[src/rtl/terrain_grid_skirt_index_gen_core_macros.svh]
// Assertion macros used by the terrain index generator top level.
// Needs a clock named i_clk and an active-low reset named i_rst_n in the including module.
`ifndef TERRAIN_GRID_SKIRT_INDEX_GEN_CORE_MACROS_SVH
`define TERRAIN_GRID_SKIRT_INDEX_GEN_CORE_MACROS_SVH

// Same-cycle implication, checked outside reset.
`define TGSI_ASSERT_NOW(label, cond, consequent, msg) \
    label: assert property (@(posedge i_clk) disable iff (!i_rst_n) \
        (cond) |-> (consequent)) else $error(msg);

// Next-cycle implication, checked outside reset.
`define TGSI_ASSERT_NEXT(label, cond, consequent, msg) \
    label: assert property (@(posedge i_clk) disable iff (!i_rst_n) \
        (cond) |=> (consequent)) else $error(msg);

`endif

[src/rtl/tgsi_pkg.sv]
// Shared constants and types for the terrain grid/skirt triangle index generator.
// No dependencies; used by tgsi_index_calc and the core top level.
`default_nettype none

package tgsi_pkg;

    localparam int TRI_W            = 16;  // triangle number width
    localparam int VTX_W            = 15;  // vertex index width
    localparam int EXP_W            = 3;   // subdivision exponent width
    localparam int CNT_W            = 8;   // cells per side, up to 2^7
    localparam int MAX_EXPONENT_DEF = 7;

    localparam logic [EXP_W-1:0] EXP_RESET = 3'd1;

    // Skirt side codes, in the order the triangles are numbered.
    localparam logic [1:0] SIDE_TOP    = 2'd0;
    localparam logic [1:0] SIDE_RIGHT  = 2'd1;
    localparam logic [1:0] SIDE_BOTTOM = 2'd2;
    localparam logic [1:0] SIDE_LEFT   = 2'd3;

    typedef struct packed {
        logic [VTX_W-1:0] vertex_a;
        logic [VTX_W-1:0] vertex_b;
        logic [VTX_W-1:0] vertex_c;
        logic             valid_res;
    } t_tri_res;

endpackage

`default_nettype wire

[src/rtl/tgsi_index_calc.sv]
// Combinational mapping from triangle number to three vertex indices.
// Depends on tgsi_pkg for widths, side codes and the result struct.
`default_nettype none

module tgsi_index_calc #(
    parameter int MAX_EXPONENT = tgsi_pkg::MAX_EXPONENT_DEF
) (
    input  wire logic [tgsi_pkg::EXP_W-1:0] i_exponent,
    input  wire logic [tgsi_pkg::TRI_W-1:0] i_triangle_number,
    output tgsi_pkg::t_tri_res              o_res
);

    localparam logic [tgsi_pkg::EXP_W-1:0] MAX_K = tgsi_pkg::EXP_W'(MAX_EXPONENT);

    logic [tgsi_pkg::EXP_W-1:0] k;
    logic [tgsi_pkg::CNT_W-1:0] m;
    logic [tgsi_pkg::CNT_W-1:0] mask;
    logic [tgsi_pkg::CNT_W-1:0] step;
    logic [tgsi_pkg::TRI_W:0]   grid;
    logic [tgsi_pkg::TRI_W:0]   total;
    logic [tgsi_pkg::TRI_W-1:0] s;
    logic [tgsi_pkg::VTX_W-1:0] cell_idx;
    logic [tgsi_pkg::VTX_W-1:0] row;
    logic [tgsi_pkg::VTX_W-1:0] col;
    logic [tgsi_pkg::VTX_W-1:0] a;
    logic [tgsi_pkg::VTX_W-1:0] mw;
    logic [tgsi_pkg::VTX_W-1:0] stepw;
    logic [tgsi_pkg::VTX_W-1:0] nn;
    logic [tgsi_pkg::VTX_W-1:0] d;
    logic [tgsi_pkg::VTX_W-1:0] s0;
    logic [tgsi_pkg::VTX_W-1:0] s1;
    logic [tgsi_pkg::VTX_W-1:0] e0;
    logic [tgsi_pkg::VTX_W-1:0] e1;
    logic [1:0]                 side;
    logic                       in_range;
    logic                       is_grid;

    always_comb begin
        if (i_exponent > MAX_K) begin
            k = MAX_K;
        end else begin
            k = i_exponent;
        end

        // Patch geometry: m cells per side, n = m + 1 vertices per side.
        m     = tgsi_pkg::CNT_W'(1) << k;
        mask  = m - tgsi_pkg::CNT_W'(1);
        mw    = tgsi_pkg::VTX_W'(m);
        grid  = (tgsi_pkg::TRI_W + 1)'(1) << (4'({1'b0, k} << 1) + 4'd1);
        total = grid + (tgsi_pkg::TRI_W + 1)'({m, 3'b000});

        in_range = (k != '0) && ({1'b0, i_triangle_number} < total);
        is_grid  = {1'b0, i_triangle_number} < grid;

        // Grid cell base a = row * n + col, with the multiply as shift and add.
        cell_idx = i_triangle_number[tgsi_pkg::TRI_W-1:1];
        row      = cell_idx >> k;
        col      = tgsi_pkg::VTX_W'(cell_idx[tgsi_pkg::CNT_W-1:0] & mask);
        a        = tgsi_pkg::VTX_W'(row << k) + row + col;

        // Skirt: n*n is the first skirt vertex.
        nn    = tgsi_pkg::VTX_W'(tgsi_pkg::VTX_W'(1) << {k, 1'b0})
              + tgsi_pkg::VTX_W'({m, 1'b0}) + tgsi_pkg::VTX_W'(1);
        s     = tgsi_pkg::TRI_W'(i_triangle_number - grid[tgsi_pkg::TRI_W-1:0]);
        side  = 2'(s >> ({1'b0, k} + 4'd1));
        step  = s[tgsi_pkg::CNT_W:1] & mask;
        stepw = tgsi_pkg::VTX_W'(step);
        s0    = nn + tgsi_pkg::VTX_W'(tgsi_pkg::VTX_W'(side) << k) + stepw;
        s1    = s0 + tgsi_pkg::VTX_W'(1);
        d     = mw - stepw;

        unique case (side)
            tgsi_pkg::SIDE_TOP: begin
                e0 = stepw;
                e1 = stepw + tgsi_pkg::VTX_W'(1);
            end
            tgsi_pkg::SIDE_RIGHT: begin
                e0 = tgsi_pkg::VTX_W'(stepw << k) + stepw + mw;
                e1 = e0 + mw + tgsi_pkg::VTX_W'(1);
            end
            tgsi_pkg::SIDE_BOTTOM: begin
                e0 = tgsi_pkg::VTX_W'(mw << k) + mw + mw - stepw;
                e1 = e0 - tgsi_pkg::VTX_W'(1);
            end
            tgsi_pkg::SIDE_LEFT: begin
                e0 = tgsi_pkg::VTX_W'(d << k) + d;
                e1 = e0 - mw - tgsi_pkg::VTX_W'(1);
                // The final left-side step closes the ring on the first skirt vertex.
                if (step == mask) begin
                    s1 = nn;
                end
            end
        endcase

        if (!in_range) begin
            o_res = '0;
        end else if (is_grid) begin
            o_res.valid_res = 1'b1;
            o_res.vertex_a  = a;
            if (!i_triangle_number[0]) begin
                o_res.vertex_b = a + tgsi_pkg::VTX_W'(1);
                o_res.vertex_c = a + mw + tgsi_pkg::VTX_W'(2);
            end else begin
                o_res.vertex_b = a + mw + tgsi_pkg::VTX_W'(2);
                o_res.vertex_c = a + mw + tgsi_pkg::VTX_W'(1);
            end
        end else begin
            o_res.valid_res = 1'b1;
            o_res.vertex_b  = s0;
            if (!s[0]) begin
                o_res.vertex_a = e0;
                o_res.vertex_c = e1;
            end else begin
                o_res.vertex_a = e1;
                o_res.vertex_c = s1;
            end
        end
    end

endmodule

`default_nettype wire

[src/rtl/terrain_grid_skirt_index_gen_core.sv]
// Top level of the terrain patch triangle index generator with skirt.
// Depends on tgsi_pkg, tgsi_index_calc and terrain_grid_skirt_index_gen_core_macros.svh.
//
// Usage:
// The input channel (i_tri_valid / o_tri_ready) carries one triangle number per beat.
// The result channel (o_res_valid / i_res_ready) returns one beat per input beat,
// in order, holding the three vertex indices and valid_res. Triangle numbers past
// the patch total, or an exponent of zero, give valid_res low and zero vertices.
// The configuration channel (i_cfg_valid / o_cfg_ready) writes the subdivision
// exponent; it is always ready and should only be written while no beat is in flight.
// Exponents above MAX_EXPONENT are clamped to it.
// An accepted beat lands in the input register, and its indices are then loaded into
// the result register that drives the outputs once that register is free.
// Throughput is one beat per cycle while the receiver does not stall; the index math
// is shift-and-add logic that sits entirely between those two registers.
// Reset empties both registers and sets the exponent to 1.
// When the receiver stalls, the result register holds its beat and the input
// register still takes one more beat; ready drops only once both are full.

`default_nettype none
`include "terrain_grid_skirt_index_gen_core_macros.svh"

module terrain_grid_skirt_index_gen_core #(
    parameter int MAX_EXPONENT = tgsi_pkg::MAX_EXPONENT_DEF
) (
    input  wire logic                       i_clk,
    input  wire logic                       i_rst_n,
    // Configuration write channel.
    input  wire logic                       i_cfg_valid,
    output logic                            o_cfg_ready,
    input  wire logic [tgsi_pkg::EXP_W-1:0] i_cfg_subdivision_exponent,
    // Triangle number channel.
    input  wire logic                       i_tri_valid,
    output logic                            o_tri_ready,
    input  wire logic [tgsi_pkg::TRI_W-1:0] i_triangle_number,
    // Vertex index result channel.
    output logic                            o_res_valid,
    input  wire logic                       i_res_ready,
    output logic [tgsi_pkg::VTX_W-1:0]      o_vertex_a,
    output logic [tgsi_pkg::VTX_W-1:0]      o_vertex_b,
    output logic [tgsi_pkg::VTX_W-1:0]      o_vertex_c,
    output logic                            o_valid_res
);

    logic [tgsi_pkg::EXP_W-1:0] r_cfg_exp;
    logic [tgsi_pkg::EXP_W-1:0] n_cfg_exp;
    logic                       r_s1_valid;
    logic                       n_s1_valid;
    logic [tgsi_pkg::TRI_W-1:0] r_s1_tri;
    logic                       r_o_valid;
    logic                       n_o_valid;
    tgsi_pkg::t_tri_res         r_o_res;
    tgsi_pkg::t_tri_res         w_res;
    logic                       w_s2_ready;
    logic                       w_in_fire;
    logic                       w_s1_move;

    // The result register frees up when empty or when its beat is taken this cycle;
    // the input register can then pass its beat on and take a new one.
    assign w_s2_ready  = !r_o_valid || i_res_ready;
    assign o_tri_ready = !r_s1_valid || w_s2_ready;
    assign o_cfg_ready = 1'b1;
    assign w_in_fire   = i_tri_valid && o_tri_ready;
    assign w_s1_move   = r_s1_valid && w_s2_ready;

    tgsi_index_calc #(
        .MAX_EXPONENT(MAX_EXPONENT)
    ) u_calc (
        .i_exponent       (r_cfg_exp),
        .i_triangle_number(r_s1_tri),
        .o_res            (w_res)
    );

    always_comb begin
        n_cfg_exp  = r_cfg_exp;
        n_s1_valid = r_s1_valid;
        n_o_valid  = r_o_valid;
        if (i_cfg_valid && o_cfg_ready) begin
            n_cfg_exp = i_cfg_subdivision_exponent;
        end
        if (o_tri_ready) begin
            n_s1_valid = i_tri_valid;
        end
        if (w_s2_ready) begin
            n_o_valid = r_s1_valid;
        end
    end

    // Control state, cleared by reset.
    always_ff @(posedge i_clk) begin
        if (!i_rst_n) begin
            r_cfg_exp  <= tgsi_pkg::EXP_RESET;
            r_s1_valid <= 1'b0;
            r_o_valid  <= 1'b0;
        end else begin
            r_cfg_exp  <= n_cfg_exp;
            r_s1_valid <= n_s1_valid;
            r_o_valid  <= n_o_valid;
        end
    end

    // Payload registers load only when a beat moves into them.
    always_ff @(posedge i_clk) begin
        if (w_in_fire) begin
            r_s1_tri <= i_triangle_number;
        end
        if (w_s1_move) begin
            r_o_res <= w_res;
        end
    end

    assign o_res_valid = r_o_valid;
    assign o_vertex_a  = r_o_res.vertex_a;
    assign o_vertex_b  = r_o_res.vertex_b;
    assign o_vertex_c  = r_o_res.vertex_c;
    assign o_valid_res = r_o_res.valid_res;

    `TGSI_ASSERT_NEXT(a_in_lands, w_in_fire, r_s1_valid, "accepted beat missing from input register")
    `TGSI_ASSERT_NEXT(a_s1_moves, w_s1_move, r_o_valid, "beat lost between input and result register")
    `TGSI_ASSERT_NEXT(a_s1_holds, r_s1_valid && !w_s2_ready, r_s1_valid && $stable(r_s1_tri), "stalled input register dropped its beat")
    `TGSI_ASSERT_NOW(a_invalid_zero, r_o_valid && !r_o_res.valid_res, (r_o_res.vertex_a == '0) && (r_o_res.vertex_b == '0) && (r_o_res.vertex_c == '0), "invalid triangle with nonzero vertices")

endmodule

`default_nettype wire

[config.mk]
export PLATFORM = sky130hd
export DESIGN_NAME = terrain_grid_skirt_index_gen_core
export DESIGN_NICKNAME = d
export VERILOG_FILES = /design/src/rtl/tgsi_pkg.sv /design/src/rtl/tgsi_index_calc.sv /design/src/rtl/terrain_grid_skirt_index_gen_core.sv
export VERILOG_INCLUDE_DIRS = /design/src /design/src/rtl
export SDC_FILE = /design/constraint.sdc
export NUM_CORES = 1
export LEC_CHECK = 0
export ABC_AREA = 1
export BUFFER_PORTS_ARGS = -buffer_cell sky130_fd_sc_hd__clkbuf_2
export CORE_AREA = 8 8 167 138
export CTS_BUF_LIST = sky130_fd_sc_hd__clkbuf_4 sky130_fd_sc_hd__clkbuf_8
export DETAILED_ROUTE_END_ITERATION = 10
export DIE_AREA = 0 0 175 146
export GPL_ROUTABILITY_DRIVEN = 0
export GPL_TIMING_DRIVEN = 1
export HOLD_SLACK_MARGIN = 0.1
export PLACE_DENSITY = 0.9
export SLEW_MARGIN = 20
export SYNTH_ARGS = -nofsm -noshare
export SYNTH_HDL_FRONTEND = slang
export SYNTH_SLANG_ARGS = --single-unit
[constraint.sdc]
create_clock -name i_clk -period 15 [get_ports i_clk]
set_input_delay 2.25 -clock i_clk [delete_from_list [all_inputs] [get_ports i_clk]]
set_output_delay 2.25 -clock i_clk [all_outputs]
set_load 0.05 [all_outputs]
==> Word level (Yosys, flattened, before mapping) <==
Cells that the tools add are included.
{ "classes": {"reduce_logical": 9, "bitwise": 2, "eq_ne": 4, "n_addsub": 29, "n_mux": 9, "order_cmp": 3, "shift": 10} }
{ "ops": {"columns": ["op", "count"], "rows": [
  ["15-bit one-hot mux with 4 select lines", 2],
  ["15-bit by 8-bit adder with 15-bit output", 7],
  ["15-bit by 1-bit adder with 15-bit output, second input constant", 5],
  ["15-bit adder", 4],
  ["15-bit two-way mux", 4],
  ["46-bit two-way mux", 1],
  ["16-bit by 17-bit less-than comparator with 1-bit output", 2],
  ["30-bit two-way mux", 1],
  ["15-bit by 3-bit << shifter with 15-bit output", 2],
  ["8-bit by 3-bit << shifter with 15-bit output", 2],
  ["15-bit by 1-bit subtractor with 15-bit output, second input constant", 2],
  ["15-bit by 8-bit subtractor with 15-bit output", 2],
  ["17-bit by 11-bit adder with 17-bit output", 1],
  ["1-bit by 4-bit << shifter with 17-bit output, first input constant", 1],
  ["8-bit bitwise AND", 2],
  ["16-bit by 4-bit right shift with 2-bit output", 1],
  ["16-bit subtractor", 1],
  ["15-bit by 2-bit adder with 15-bit output, second input constant", 1],
  ["15-bit by 9-bit adder with 15-bit output", 1],
  ["1-bit by 4-bit << shifter with 15-bit output, first input constant", 1],
  ["2-bit by 3-bit << shifter with 15-bit output", 1],
  ["15-bit by 3-bit right shift with 15-bit output", 1],
  ["8-bit by 1-bit adder with 9-bit output, second input constant", 1],
  ["8-bit by 8-bit subtractor with 9-bit output", 1],
  ["other kinds (14)", 19]
]} }
{ "word_totals": {"in_bits": 24, "elab_cells": 74, "output_inout_bits": 49, "reg_bits": 67} }

==> Logic depth before layout (Yosys ltp) <==
{ "logic_depth": {"ltp_word": 14, "mapped_depth": 48, "mapped_depth_nobuf": 47} }

==> Modules after synthesis <==
Synthesis repeated with hierarchy kept, for this count alone.
{ "hier_totals": {"cells_unflattened": 1942, "hier_area_um2": 12798.5} }
{ "by_module_without_submodules": {"columns": ["module", "area_each_um2", "cells_per_inst", "instances", "seq_area_each_um2"], "rows": [
  ["tgsi_index_calc", 10729.0, 1852, 1, 0.0],
  ["terrain_grid_skirt_index_gen_core", 2069.5, 90, 1, 1961.9]
]} }

==> Worst setup path before layout <==
OpenSTA, ideal clock, no wires.
{ "synth_path": {"path_type": "register -> register", "startpoint": "reg r_cfg_exp[1] (netlist name)", "endpoint": "reg r_o_res, in the netlist o_vertex_c[14], data pin", "n_path_buf": 1, "t_required_ns": 14.744, "period_less_slack_ns": 6.007, "arrival_ns": 5.751, "path_stages_with_launch": 41, "slack_ns": 8.993, "setup_ns": 0.256, "cell_sequence": "dfxtp_1 buf_6 inv_4 nand2_4 nor2_4 inv_1 ha_1 nand2_2 nand2_1 nand2_2 nand2_1 nand2_1 nand2_2 nand2_1 ha_1 xor2_1 inv_1 o21ai_0 [5 not listed] nand2_1 o211ai_1 xor2_1 ha_1 nand2_1 nor2_1 a2111oi_0 nand2_1 nor2_1 nand2_1 nor2_1 nand3_1 inv_1 nand3_1 nand3_1 nand3_1 nand2_1 a21oi_1"} }
{ "synth_between": {"elab_chain_len": 14, "word_cells_on_any_way": 56, "cone_classes": "27 x add/sub; 3 x order compare; 4 x eq/ne; 10 x shift; 7 x mux; 2 x bitwise; 3 x reduce/logical"} }
{ "synth_rtl": {"columns": ["element", "line", "source"], "rows": [
  ["from (decl)", "terrain_grid_skirt_index_gen_core.sv:45", "logic [tgsi_pkg::EXP_W-1:0] r_cfg_exp;"],
  ["from (signal assigned)", "terrain_grid_skirt_index_gen_core.sv:92", "r_cfg_exp <= tgsi_pkg::EXP_RESET;"],
  ["from (signal assigned)", "terrain_grid_skirt_index_gen_core.sv:96", "r_cfg_exp <= n_cfg_exp;"],
  ["3-bit greater-than comparator", "tgsi_index_calc.sv:39", "if (i_exponent > MAX_K) begin"],
  ["3-bit two-way mux (*)", "tgsi_index_calc.sv:39", null],
  ["4-bit by 1-bit adder with 4-bit output", "tgsi_index_calc.sv:49", "grid = (tgsi_pkg::TRI_W + 1)'(1) << (4'({1'b0, k} << 1) + 4'd1);"],
  ["1-bit by 4-bit << shifter with 17-bit output", "tgsi_index_calc.sv:49", null],
  ["16-bit subtractor", "tgsi_index_calc.sv:64", "s = tgsi_pkg::TRI_W'(i_triangle_number - grid[tgsi_pkg::TRI_W-1:0]);"],
  ["8-bit bitwise AND / 16-bit by 4-bit right shift with 2-bit output (equally long branches)", "tgsi_index_calc.sv:66, tgsi_index_calc.sv:65", null],
  ["8-bit by 3-bit << shifter with 15-bit output (tied with other cells)", "tgsi_index_calc.sv:78", "e0 = tgsi_pkg::VTX_W'(stepw << k) + stepw + mw;"],
  ["15-bit by 8-bit adder with 15-bit output (tied with other cells) (2 in series)", "tgsi_index_calc.sv:78", null],
  ["15-bit by 8-bit adder with 15-bit output (tied with other cells)", "tgsi_index_calc.sv:79", "e1 = e0 + mw + tgsi_pkg::VTX_W'(1);"],
  ["15-bit by 1-bit adder with 15-bit output (tied with other cells)", "tgsi_index_calc.sv:79", null],
  ["15-bit one-hot mux with 4 select lines / 15-bit two-way mux (equally long branches)", "tgsi_index_calc.sv:72", "unique case (side)"],
  ["15-bit two-way mux", "tgsi_index_calc.sv:110", "if (!s[0]) begin"],
  ["46-bit two-way mux", "tgsi_index_calc.sv:97", "end else if (is_grid) begin"],
  ["to (signal assigned)", "terrain_grid_skirt_index_gen_core.sv:108", "r_o_res <= w_res;"],
  ["to (decl)", "terrain_grid_skirt_index_gen_core.sv:52", "tgsi_pkg::t_tri_res r_o_res;"]
]} }
Mark *: on every way between the ends. The rest lies on a longest branch, timed or not.
A chain may end at the register's enable or synchronous reset.

==> Worst setup path after layout <==
Ends and elaborated chain as after synthesis.

==> qor.yml <==
worst_setup_path:
  crit_family: "simple AND/OR/NAND/NOR gates"
  cp_data_required_time_ns: 15.14
  max_stage_delay_ns: 1.00
  critical_path_arrival_ns: 8.37
  path_buf_inv: 4
  worstPathMaxFanout: 44
  startpoint_type: "flip-flop"
  crit_type: "flip-flop to flip-flop"
  slowest_stage: "dfxtp_2"
  crit_top_cell: "nand2_1"
  end_kind: "flip-flop"
synth:
  synth.top_cell.area_share: 0.144
  synthTopCellsByArea: "edfxtp_1 14%, nand2_1 13%, ha_1 13%"
  ys_seq_elements: 67
  synth.most_common_cell: "nand2_1"
  ys_seq_area_frac: 0.152
  yosysTopAreaCell: "edfxtp_1"
  synth-edff-count: 62
  syn_area_um2: 12900
  ys_types: 62
  yosys_warnings: 0
  synth_flop_cell: "edfxtp_1"
  syn_inst: 1959
  synth_common_cells: "445 x nand2_1, 272 x inv_1, 142 x nor2_1"
  syn_avg_cell_area_um2: 6.59
  postSynth.asyncResetShare: 0
power_and_ir_drop:
  p_clk_frac: 0.077
  power_mw: 2.08
  p_leak_nw: 6.79
  seq_power_share: 0.114
  internal_power_mw: 0.836
  switching_power_mw: 1.25
  p_per_area_nw_per_um2: 154
  vdd_drop_max_v: 0.0000998
  sw_frac_of_total: 0.599
  comb_power_share: 0.809
cells_and_area:
  final_nets: 2188
  regArea_um2: 1970
  layout-drive-gt1-share: 0.101
  area_delta_synth_final_pct: 5.21
  diodes: 0
  stdcell_area_um2: 13600
  multi_input_area_um2: 9550
  utilization: 0.669
  final_cells: 2268
  fillers: 1714
clock_network:
  cts.path.max_buffers: 2
  h-tree-depth: 3
  clockRootBuffer: "clkbuf_8"
  cts_setup_buffers: 0
  clk_pin_slew_worst_paths_ns: 0.08
  clk_latency_ns: 0.39
  cts_tree: "done"
  cts_resized: 0
  cts_sinks: 67
  numCtsBuffers: 9
  postCtsHoldBufs: 0
timing:
  fin_crit_sh: 0.549
  hold_violations: 0
  grt_setup_unrepaired: "no"
  max_freq_ghz: 0.121
  fin_crit_ns: 8.23
  setup_viol_count_final: 0
  fin_worst_skew_ns: 0.0125
  layout_setup_ws_ns: 6.77
  tns_ns: 0
  maxSlewViolCount: 0
  tightest_slew_ns: 1.01
  slew-limit-headroom: 0.328
  whs_ns: 0.539
detailed_routing:
  drtAntennaViolNets: 0
  detail_route.wl_per_cell_um: 19.2
  dr.pass1.iters: 7
  remaining_drc_errors: 0
  first_iter_violations: 2409
  vias: 14300
  drt-total-wl_mm: 43.6
  viasPerCell: 6.29
floorplanning:
  fp.coreArea_um2: 20300
  start_util: 0.636
  die-area_um2: 25600
  die_w_um: 175
  boundaryPins: 73
  rows: 47
  die_h_um: 146
status:
  status: "completed"
place:
  dpl_cell_area_um2: 13400
  dp_cells: 2252
  place_ws_ns: 7.11
  port_buffers: 71
  dp_hpwl_mm: 34.0
grt:
  grt_pass1_wl_mm: 67.6
  grt_usage: 0.328
  grt_pass1_vias: 13100
  grt_max_degree: 68
  antenna_found_initial: 1
  grt_overflow: 0
worst_hold_path:
  hp-class: "flip-flop to flip-flop"
run:
  cap_viol_max_count: 0
[tightest hold or removal path, stage by stage (launching register included)]
cell and delay (ns):
dfxtp_1 0.32, nand3_1 0.11, a21oi_1 0.07
[cell usage in the layout, fill, tap and decap left out, types with 6 or more instances in the layout]
cell type / n
o21ai_0: 141
o22ai_1: 21
nand3_1: 129
clkbuf_8: 9
mux2i_1: 7
nand3b_1: 10
o211ai_1: 19
nand2_1: 445
fa_1: 38
nor2_2: 15
xnor2_1: 24
nand2_2: 21
o21ai_1: 33
a21oi_1: 129
a31oi_1: 8
edfxtp_1: 62
or2_2: 8
clkbuf_2: 71
inv_1: 272
buf_4: 10
o31ai_1: 6
ha_1: 132
nor2_4: 7
inv_2: 15
nand4_1: 16
o21bai_1: 10
conb_1: 11
nand2_4: 8
o32ai_1: 6
nor2_1: 142
o221ai_1: 10
xor2_1: 72
nor3_1: 21
[flip-flops by register name, indices dropped and copies added, names as in the netlist]
register,flops
o_res_valid,1
o_valid_res,1
o_vertex_a,15
o_vertex_b,15
o_vertex_c,15
r_cfg_exp,3
r_s1_tri,16
r_s1_valid,1
[power by group through the flow]
stage          clock, mW  sequential, mW  combinational [mW]
2_1_floorplan          0           0.273                1.18
3_5_place_dp           0           0.242                1.60
4_1_cts            0.158           0.237                1.61
3_3_place_gp           0           0.241                1.53
6_report           0.160           0.238                1.69
5_1_grt            0.165           0.239                1.83
[kinds of logic (layout without fill, tap and decap cells)]
family | after synthesis | in the layout | share of synthesized area
fa+ha+maj | 170 | 170 | 0.187
flops | 67 | 67 | 0.152
xor+xnor | 98 | 98 | 0.0677
simple gates | 843 | 843 | 0.292
other cells | 2 | 11 | 0.000582
mux | 7 | 7 | 0.00543
compound gates | 414 | 414 | 0.184
buf+inv | 358 | 389 | 0.111
[path summary, 6_finish.rpt]
kind | startpoint | endpoint | slack, ns | cells after the start
worst min register to register | r_s1_valid | r_s1_valid | 0.54 | 2
worst max-delay path | r_cfg_exp[1] | o_vertex_c[14] | 6.77 | 38
worst max register to register | r_cfg_exp[1] | o_vertex_c[14] | 6.77 | 38
worst min-delay path | r_s1_valid | r_s1_valid | 0.54 | 2
[routing by layer]
metal,up-vias,part of all wire,GRT usage
met1,6269,0.37,0.416
met3,234,0.16,0.116
li1,6569,-,-
met5,-,0.00030,0
met2,1182,0.41,0.484
met4,2,0.054,0.168
[layout make-up]
type	count	area share
clock buffer	10	0.00968
clock inverter	6	0.00415
inverter	292	0.0814
multi-input combinational	1543	0.704
sequential	67	0.145
tap	269	0.0248
timing repair buffer	81	0.0317
(Power assumes the default switching activity.)
